<file path="config.mk">
export PLATFORM = sky130hd
export DESIGN_NAME = tgps_mac
export DESIGN_NICKNAME = d
export VERILOG_FILES = /design/src/hw/rtl/tgps_pkg.sv /design/src/hw/rtl/tgps_mac.sv
export SDC_FILE = /design/constraint.sdc
export NUM_CORES = 2
export LEC_CHECK = 0
export BUFFER_PORTS_ARGS = -buffer_cell sky130_fd_sc_hd__buf_2
export CAP_MARGIN = 20
export CORE_MARGIN = 4
export CORE_UTILIZATION = 50
export CTS_CLUSTER_DIAMETER = 40
export DETAILED_ROUTE_END_ITERATION = 10
export PLACE_DENSITY = 0.7
export SLEW_MARGIN = 20
export SYNTH_ARGS = -nofsm -noshare
export SYNTH_HDL_FRONTEND = slang
export SYNTH_SLANG_ARGS = --single-unit
</file>
<file path="constraint.sdc">
create_clock -name clk_i -period 13.8 [get_ports clk_i]
set_clock_uncertainty 0.15 [all_clocks]
set_input_delay 2.76 -clock clk_i [delete_from_list [all_inputs] [get_ports clk_i]]
set_output_delay 2.76 -clock clk_i [all_outputs]
set_load 0.005 [all_outputs]
</file>
<file path="src/hw/rtl/tgps_pkg.sv">
// Shared types and fixed-point constants for the two-grain pitch shifter.
package tgps_pkg;

  // Field widths of the stream items.
  localparam int unsigned SAMPLE_W = 24;
  localparam int unsigned RATIO_W  = 16;

  // Fractional bits of phases and read positions.
  localparam int unsigned FRAC_W = 16;

  // Hann weight, unsigned Q1.15 (largest value is exactly 1.0).
  localparam int unsigned WIN_W = 16;

  // Phase step is (RATIO_ONE - ratio) * 4 in samples with FRAC_W fractional bits.
  localparam int unsigned RATIO_ONE  = 16384;
  localparam int unsigned STEP_SHIFT = 2;
  localparam int unsigned STEP_W     = 19;

  // Each grain reads two samples further back than its phase.
  localparam int unsigned READ_LAG = 131072;

  // Shared multiplier: signed operand A times signed operand B.
  localparam int unsigned OPA_W  = SAMPLE_W + 1;
  localparam int unsigned OPB_W  = FRAC_W + 1;
  localparam int unsigned PROD_W = OPA_W + OPB_W;

  // Interpolated grain value and its split for the weighting multiply.
  localparam int unsigned V_W  = 40;
  localparam int unsigned VL_W = 20;
  localparam int unsigned VH_W = V_W - VL_W;

  // Accumulator and final rounding.
  localparam int unsigned ACC_W       = 58;
  localparam int unsigned ROUND_SHIFT = 31;
  localparam int unsigned T_W         = ACC_W - ROUND_SHIFT;

  // Constants for building the window table at elaboration.
  localparam longint unsigned PI_Q30  = 64'd3373259426;
  localparam longint unsigned ONE_Q30 = 64'd1073741824;
  localparam int unsigned     SIN_TERMS = 12;
  localparam longint unsigned SIN_DIV [SIN_TERMS] = '{
    64'd6, 64'd20, 64'd42, 64'd72, 64'd110, 64'd156,
    64'd210, 64'd272, 64'd342, 64'd420, 64'd506, 64'd600
  };

  typedef enum logic [3:0] {
    ST_IDLE,
    ST_RD_A0,
    ST_RD_A1,
    ST_RD_B0,
    ST_RD_B1,
    ST_RD_END,
    ST_MAC_V,
    ST_MAC_LO,
    ST_MAC_HI,
    ST_DONE
  } tgps_state_e;

  typedef enum logic [2:0] {
    MAC_IDLE,
    MAC_CLEAR,
    MAC_VSUM,
    MAC_LO,
    MAC_HI
  } mac_op_e;

endpackage

</file>
<file path="src/hw/rtl/tgps_mac.sv">
// Shared multiply-accumulate unit: interpolation, window weighting, rounding and saturation.
module tgps_mac (
  input  logic                               clk_i,
  input  tgps_pkg::mac_op_e                  op_i,
  input  logic signed [tgps_pkg::SAMPLE_W-1:0] s0_i,
  input  logic signed [tgps_pkg::SAMPLE_W:0]   diff_i,
  input  logic        [tgps_pkg::FRAC_W-1:0]   frac_i,
  input  logic        [tgps_pkg::WIN_W-1:0]    weight_i,
  output logic signed [tgps_pkg::SAMPLE_W-1:0] sample_o
);
  import tgps_pkg::*;

  logic signed [OPA_W-1:0]  opa;
  logic signed [OPB_W-1:0]  opb;
  logic signed [PROD_W-1:0] prod;
  logic signed [PROD_W-1:0] v_sum;
  logic signed [V_W-1:0]    v_d, v_q;
  logic signed [ACC_W-1:0]  acc_d, acc_q;
  logic signed [ACC_W-1:0]  acc_rnd;
  logic signed [T_W-1:0]    t;
  logic                     ovf;

  always_comb begin
    opa = '0;
    opb = '0;
    unique case (op_i)
      MAC_VSUM: begin
        opa = diff_i;
        opb = $signed({1'b0, frac_i});
      end
      MAC_LO: begin
        opa = $signed({{(OPA_W - VL_W){1'b0}}, v_q[VL_W-1:0]});
        opb = $signed({1'b0, weight_i});
      end
      MAC_HI: begin
        opa = $signed({{(OPA_W - VH_W){v_q[V_W-1]}}, v_q[V_W-1:VL_W]});
        opb = $signed({1'b0, weight_i});
      end
      default: begin
        opa = '0;
        opb = '0;
      end
    endcase
  end

  assign prod = opa * opb;

  // v = s0 * 2^16 + (s1 - s0) * f, the same as s0 * (1 - f) + s1 * f scaled by 2^16.
  assign v_sum = (PROD_W'(s0_i) <<< FRAC_W) + prod;

  always_comb begin
    v_d   = v_q;
    acc_d = acc_q;
    unique case (op_i)
      MAC_CLEAR: acc_d = '0;
      MAC_VSUM:  v_d   = v_sum[V_W-1:0];
      MAC_LO:    acc_d = acc_q + ACC_W'(prod);
      MAC_HI:    acc_d = acc_q + (ACC_W'(prod) <<< VL_W);
      default: begin
        v_d   = v_q;
        acc_d = acc_q;
      end
    endcase
  end

  always_ff @(posedge clk_i) begin
    v_q   <= v_d;
    acc_q <= acc_d;
  end

  // Round half up, then clip to the sample range.
  assign acc_rnd = acc_q + (ACC_W'(1) <<< (ROUND_SHIFT - 1));
  assign t       = acc_rnd[ACC_W-1:ROUND_SHIFT];
  assign ovf     = t[T_W-1:SAMPLE_W-1] != {(T_W - SAMPLE_W + 1){t[T_W-1]}};

  always_comb begin
    if (ovf) begin
      sample_o = t[T_W-1] ? {1'b1, {(SAMPLE_W - 1){1'b0}}} : {1'b0, {(SAMPLE_W - 1){1'b1}}};
    end else begin
      sample_o = t[SAMPLE_W-1:0];
    end
  end

endmodule

</file>
# == Word-level counts from Yosys, hierarchy flattened ==
# Cells that the tools add are included.
# word_totals
elab_cells,19
input_bits,85
reg_bits,98
output_inout_bits,24
# classes
n_mux,5
n_reduce_logical,2
multipliers,1
add_sub_neg,4
n_eq_ne,5
# ops
cell,count
one-hot mux 58 bit (3 select lines),1
one-hot mux 25 bit (3 select lines),1
adder 58 x 32 -> 58 bit (second input constant),1
adder 58 x 42 -> 58 bit,1
adder 58 bit,1
two-way mux 24 bit,2
multiplier 25 x 17 -> 42 bit,1
adder 40 bit,1
one-hot mux 16 bit (2 select lines),1
equality test 3 x 2 -> 1 bit (second input constant),2
equality test 3 x 1 -> 1 bit (second input constant),1
equality test 3 bit (second input constant),1
inequality test 3 bit,1
nonzero test 3 bit,1
OR reduction 2 bit,1

# == Longest topological paths before layout ==
# depth
ltp_word,6
ltp_mapped,44
mapped_depth_nobuf,39

# == Least setup slack after synthesis ==
# Ideal clock, no wire load.
# synth_path
path_type,in2reg
start,input port op_i[0]
end,"register acc_q[57], data pin"
setup_ns,0.271
arrival_time_ns,12.858
path_slack_ns,0.521
path_buffers,3
stages,37
required_ns,13.379
path_cell_list,clkbuf_1 -> nor2b_1 -> nand2_1 -> nand2_1 -> clkbuf_1 -> a22o_1 -> clkbuf_1 -> nand2_1 -> fa_1 -> inv_1 -> fa_1 -> fa_1 -> fa_1 -> fa_1 -> inv_1 -> fa_1 -> inv_1 -> ha_1 -> a21oi_1 -> o21ai_0 -> nor2_1 -> a31oi_2 -> a31oi_4 -> o41ai_2 -> nor4_1 -> nor3_4 -> ha_1 -> a21o_1 -> a21o_1 -> a21oi_1 -> nand2_1 -> nor4_1 -> nor3_1 -> a221oi_1 -> xnor2_1 -> xnor2_1 -> o22ai_1
# synth_via
elab_chain_len,6
elab_cells_between_ends,11
cone_classes,add/sub: 2; mul: 1; eq/ne: 4; mux: 3; reduce/logical: 1
# synth_lines
element,line,rtl
from (decl),tgps_mac.sv:4,"input tgps_pkg::mac_op_e op_i,"
equality test 3 bit or equality test 3 x 2 -> 1 bit (tied branches),"tgps_mac.sv:26, tgps_mac.sv:54",
OR reduction 2 bit (no line),--,
one-hot mux 16 bit (2 select lines),tgps_mac.sv:26,unique case (op_i)
multiplier 25 x 17 -> 42 bit,tgps_mac.sv:46,assign prod = opa * opb;
adder 58 bit or adder 58 x 42 -> 58 bit (tied branches),"tgps_mac.sv:58, tgps_mac.sv:57",
one-hot mux 58 bit (3 select lines) *,tgps_mac.sv:54,unique case (op_i)
net acc_d[57],tgps_mac.sv:18,"logic signed [ACC_W-1:0] acc_d, acc_q;"
to (signal assigned),tgps_mac.sv:68,acc_q <= acc_d;
to (decl),tgps_mac.sv:18,
# The timed path passes the listed nets; every way through them passes the cells marked *.
# A chain may end at the register's enable or synchronous reset.

# == Worst setup path after layout ==
# layout_path
start,input port op_i[2]
end,"register acc_q[57], data pin"
# Same word-level chain as after synthesis.

==> results.toml <==
[drt]
wl_met3_um = 6970
met1_length_um = 34000
routed_wl_um = 82600
drc_errors = 0
dr_total_vias = 21453
firstDrtPassIters = 5
routedWlPerCell_um = 22.5
wl_met2_um = 38600
drt_iter0_markers = 1808
top_layer = "met5"
viasPerCell = 5.85
ant_nets = 0

[finish]
multi_input_area_sq_um = 19800
num-nets-final = 3701
final_layout_size_suffix_gt1_share_pct = 8.03
ff_latch_area_sq_um = 2940
n_fill_cell = 4607
layout_common_cells = "inv_1 (507), fa_1 (394), nand2_1 (323)"
layout_commonest_cell = "inv_1"
area_growth_pct = 7.87

[hold_path]
whs_path_depth = 2
hold-path-endpoint = "acc_q[0]"
min_from = "acc_q[0]"
min_path_type = "flop to flop"

[sta]
final-setup-viol-count = 0
whs_ns = 0.539
fin_crit_ns = 13.28
post-route-period-util_pct = 96.3
rsz0062_at_grt = "no"
clock.fmax_mhz = 75.3
report.final.hold_viol_count = 0
tightestPinTransition_ns = 1.08
slew_headroom_pct = 28.1
drv_slew = 0

[floorplan]
die_w_um = 231
start_util_pct = 50.7
core.rowCount = 81
die_area_sq_um = 53500
die_h_um = 231
coreArea_sq_um = 49200
io_pins = 109

[global_routing]
grt_pass1_wl_um = 128000
grt_pass1_vias = 22336
grt_usage_pct = 31.1
antenna_found_initial = 2
grt_start_max_net_pins = 59
overflow = 0

[yosys]
seq_area_frac_synth_pct = 11.8
avgSynthCellArea_sq_um = 8.60
yosys.area.top_type_share_pct = 31.6
syn_nets = 3601
synthCells = 2898
synth-seq-cells = 98
yosysTopAreaCell = "fa_1"
synth_area_leaders = "fa_1 (32%), edfxtp_1 (12%), ha_1 (11%)"
ys_types = 77
syn-cell-area_sq_um = 24900
synthArstFlopShare_pct = 0
synthFlopType = "edfxtp_1"
synth_edf_count = 98
synth.yosys.warnings = 0

[critical_path]
crit_arrival_ns = 13.24
crit_top_cell = "fa_1"
required_ns = 13.76
r2r_slack_ns = 3.30
r2r_start = "v_q[6]"
rr_worst_depth = 35
critical_path_class = "primary input to flop"
worst-path-buf-inv = 7
critical_path.top_delay_family = "adder cells"
endpoint_kind = "flop"
reg2reg_to = "acc_q[57]"
cp_slowest_cell = "fa_1"
cp_num_cells = 38
path_max_fanout = 25
slowest_delay_ns = 0.61
critPathLaunchType = "primary input"

[placed_design]
routabilityCongestion = 0.992
dpl.hpwl_um = 68200
placement.io_buffers = 108

[status]
status = "completed"

[clock_tree]
clock_latency_ns = 0.39
h-tree-depth = 3
cts.clk_slew.worst_paths_ns = 0.09
cts-root-buf = "clkbuf_16"
cts_sinks = 98
cts_hold_buffers = 0
cts_tree = "yes"
clock_path_buffers = 2
cts_buffers = 9

[power_and_ir_drop]
seq_power_share_pct = 13.6
p_int_mw = 1.56
cellPowerDensity_nw_per_um2 = 124
p_leak_nw = 13.1
pwr-share-clk_pct = 9.1
finalPower_mw = 3.34
p_sw_mw = 1.78
p_comb_share_pct = 77.3
ir_drop_mv = 0.109
swShare_pct = 53.3

[flow_run]
drv_cap = 0
==> power by group through the flow <==
stage / Sequential, mW / Combinational (mW) / Clock (mW)
after floorplan: 0.437 / 1.76 / 0
after global routing: 0.458 / 2.81 / 0.319
final: 0.454 / 2.58 / 0.304
after detailed placement: 0.460 / 2.52 / 0
after global placement: 0.460 / 2.49 / 0
after CTS: 0.453 / 2.55 / 0.309
==> metrics by stage <==
step                setup slack, ns  util, %  TNS, ns  instance area [sq um]  cells
detailed placement           0.0831     53.9        0                  26500   3648
global placement             -0.430     53.9   -0.854                  26500   3647
global route                 0.0143     54.7        0                  26900   3667
finish                        0.517     54.7        0                  26900   3668
floorplan                     0.521        -        0                  24900   2898
CTS                           0.460     54.6        0                  26800   3664
==> state kept, by name (all words and copies together), names as in the netlist <==
name and cells:
acc_q 58, v_q 40
==> tightest hold or removal path, delay by kind of cell, from the launching register on <==
kind,cells,cell delay (ns)
flops,1,0.34
simple gates,1,0.14
fa+ha+maj,1,0.11
==> worst max-delay path by stage <==
stage | startpoint | end | slack [ns]
2_1_floorplan | op_i[0] | acc_q[57] | 0.52
3_3_place_gp | op_i[1] | acc_q[57] | -0.43
3_5_place_dp | op_i[1] | acc_q[57] | 0.08
4_1_cts | op_i[1] | acc_q[57] | 0.46
5_1_grt | op_i[0] | acc_q[57] | 0.01
6_report | op_i[2] | acc_q[57] | 0.52
==> per-layer routing <==
layer / GRT usage, % / up-vias
met5: 0 / -
li1: - / 9677
met2: 51.1 / 945
met1: 42.1 / 10676
met3: 5.46 / 153
met4: 9.96 / 2
==> Yosys cell counts (24+ instances only) <==
master and number:
o22ai_1 34, nand4_1 24, nand3_1 31, nor2_1 279, a21oi_1 150, xor2_1 72, xnor2_1 100, nand2b_1 29
inv_1 507, o21ai_0 117, fa_1 394, edfxtp_1 98, o21a_1 36, ha_1 224, clkbuf_1 81, a21o_1 87
nand2_1 325
==> area by class of cell <==
type                    count  area share, %
multi-input cells        2198           73.5
flip-flops and latches     98           10.9
inverters                 507           7.08
repair buffers            184           4.16
well taps                 664           3.09
clock buffers               9          0.838
clock inverters             7          0.414
diodes                      1        0.00931
==> cells by family after synthesis <==
logic type / share of synthesized area [%]
multiplexers: 0.883
XOR/XNOR: 6.04
adder cells (fa/ha/maj): 42.9
AO/OA/AOI/OAI: 15.7
AND/OR/NAND/NOR: 13.6
buffers and inverters: 9.12
flip-flops: 11.8
==> what timing repair did <==
action / CTS / global route
buffers inserted: 0 / 2
endpoints found under the setup margin: 0 / 2
gates resized for setup: 0 / 8
Power figures use the tool's default switching activity.
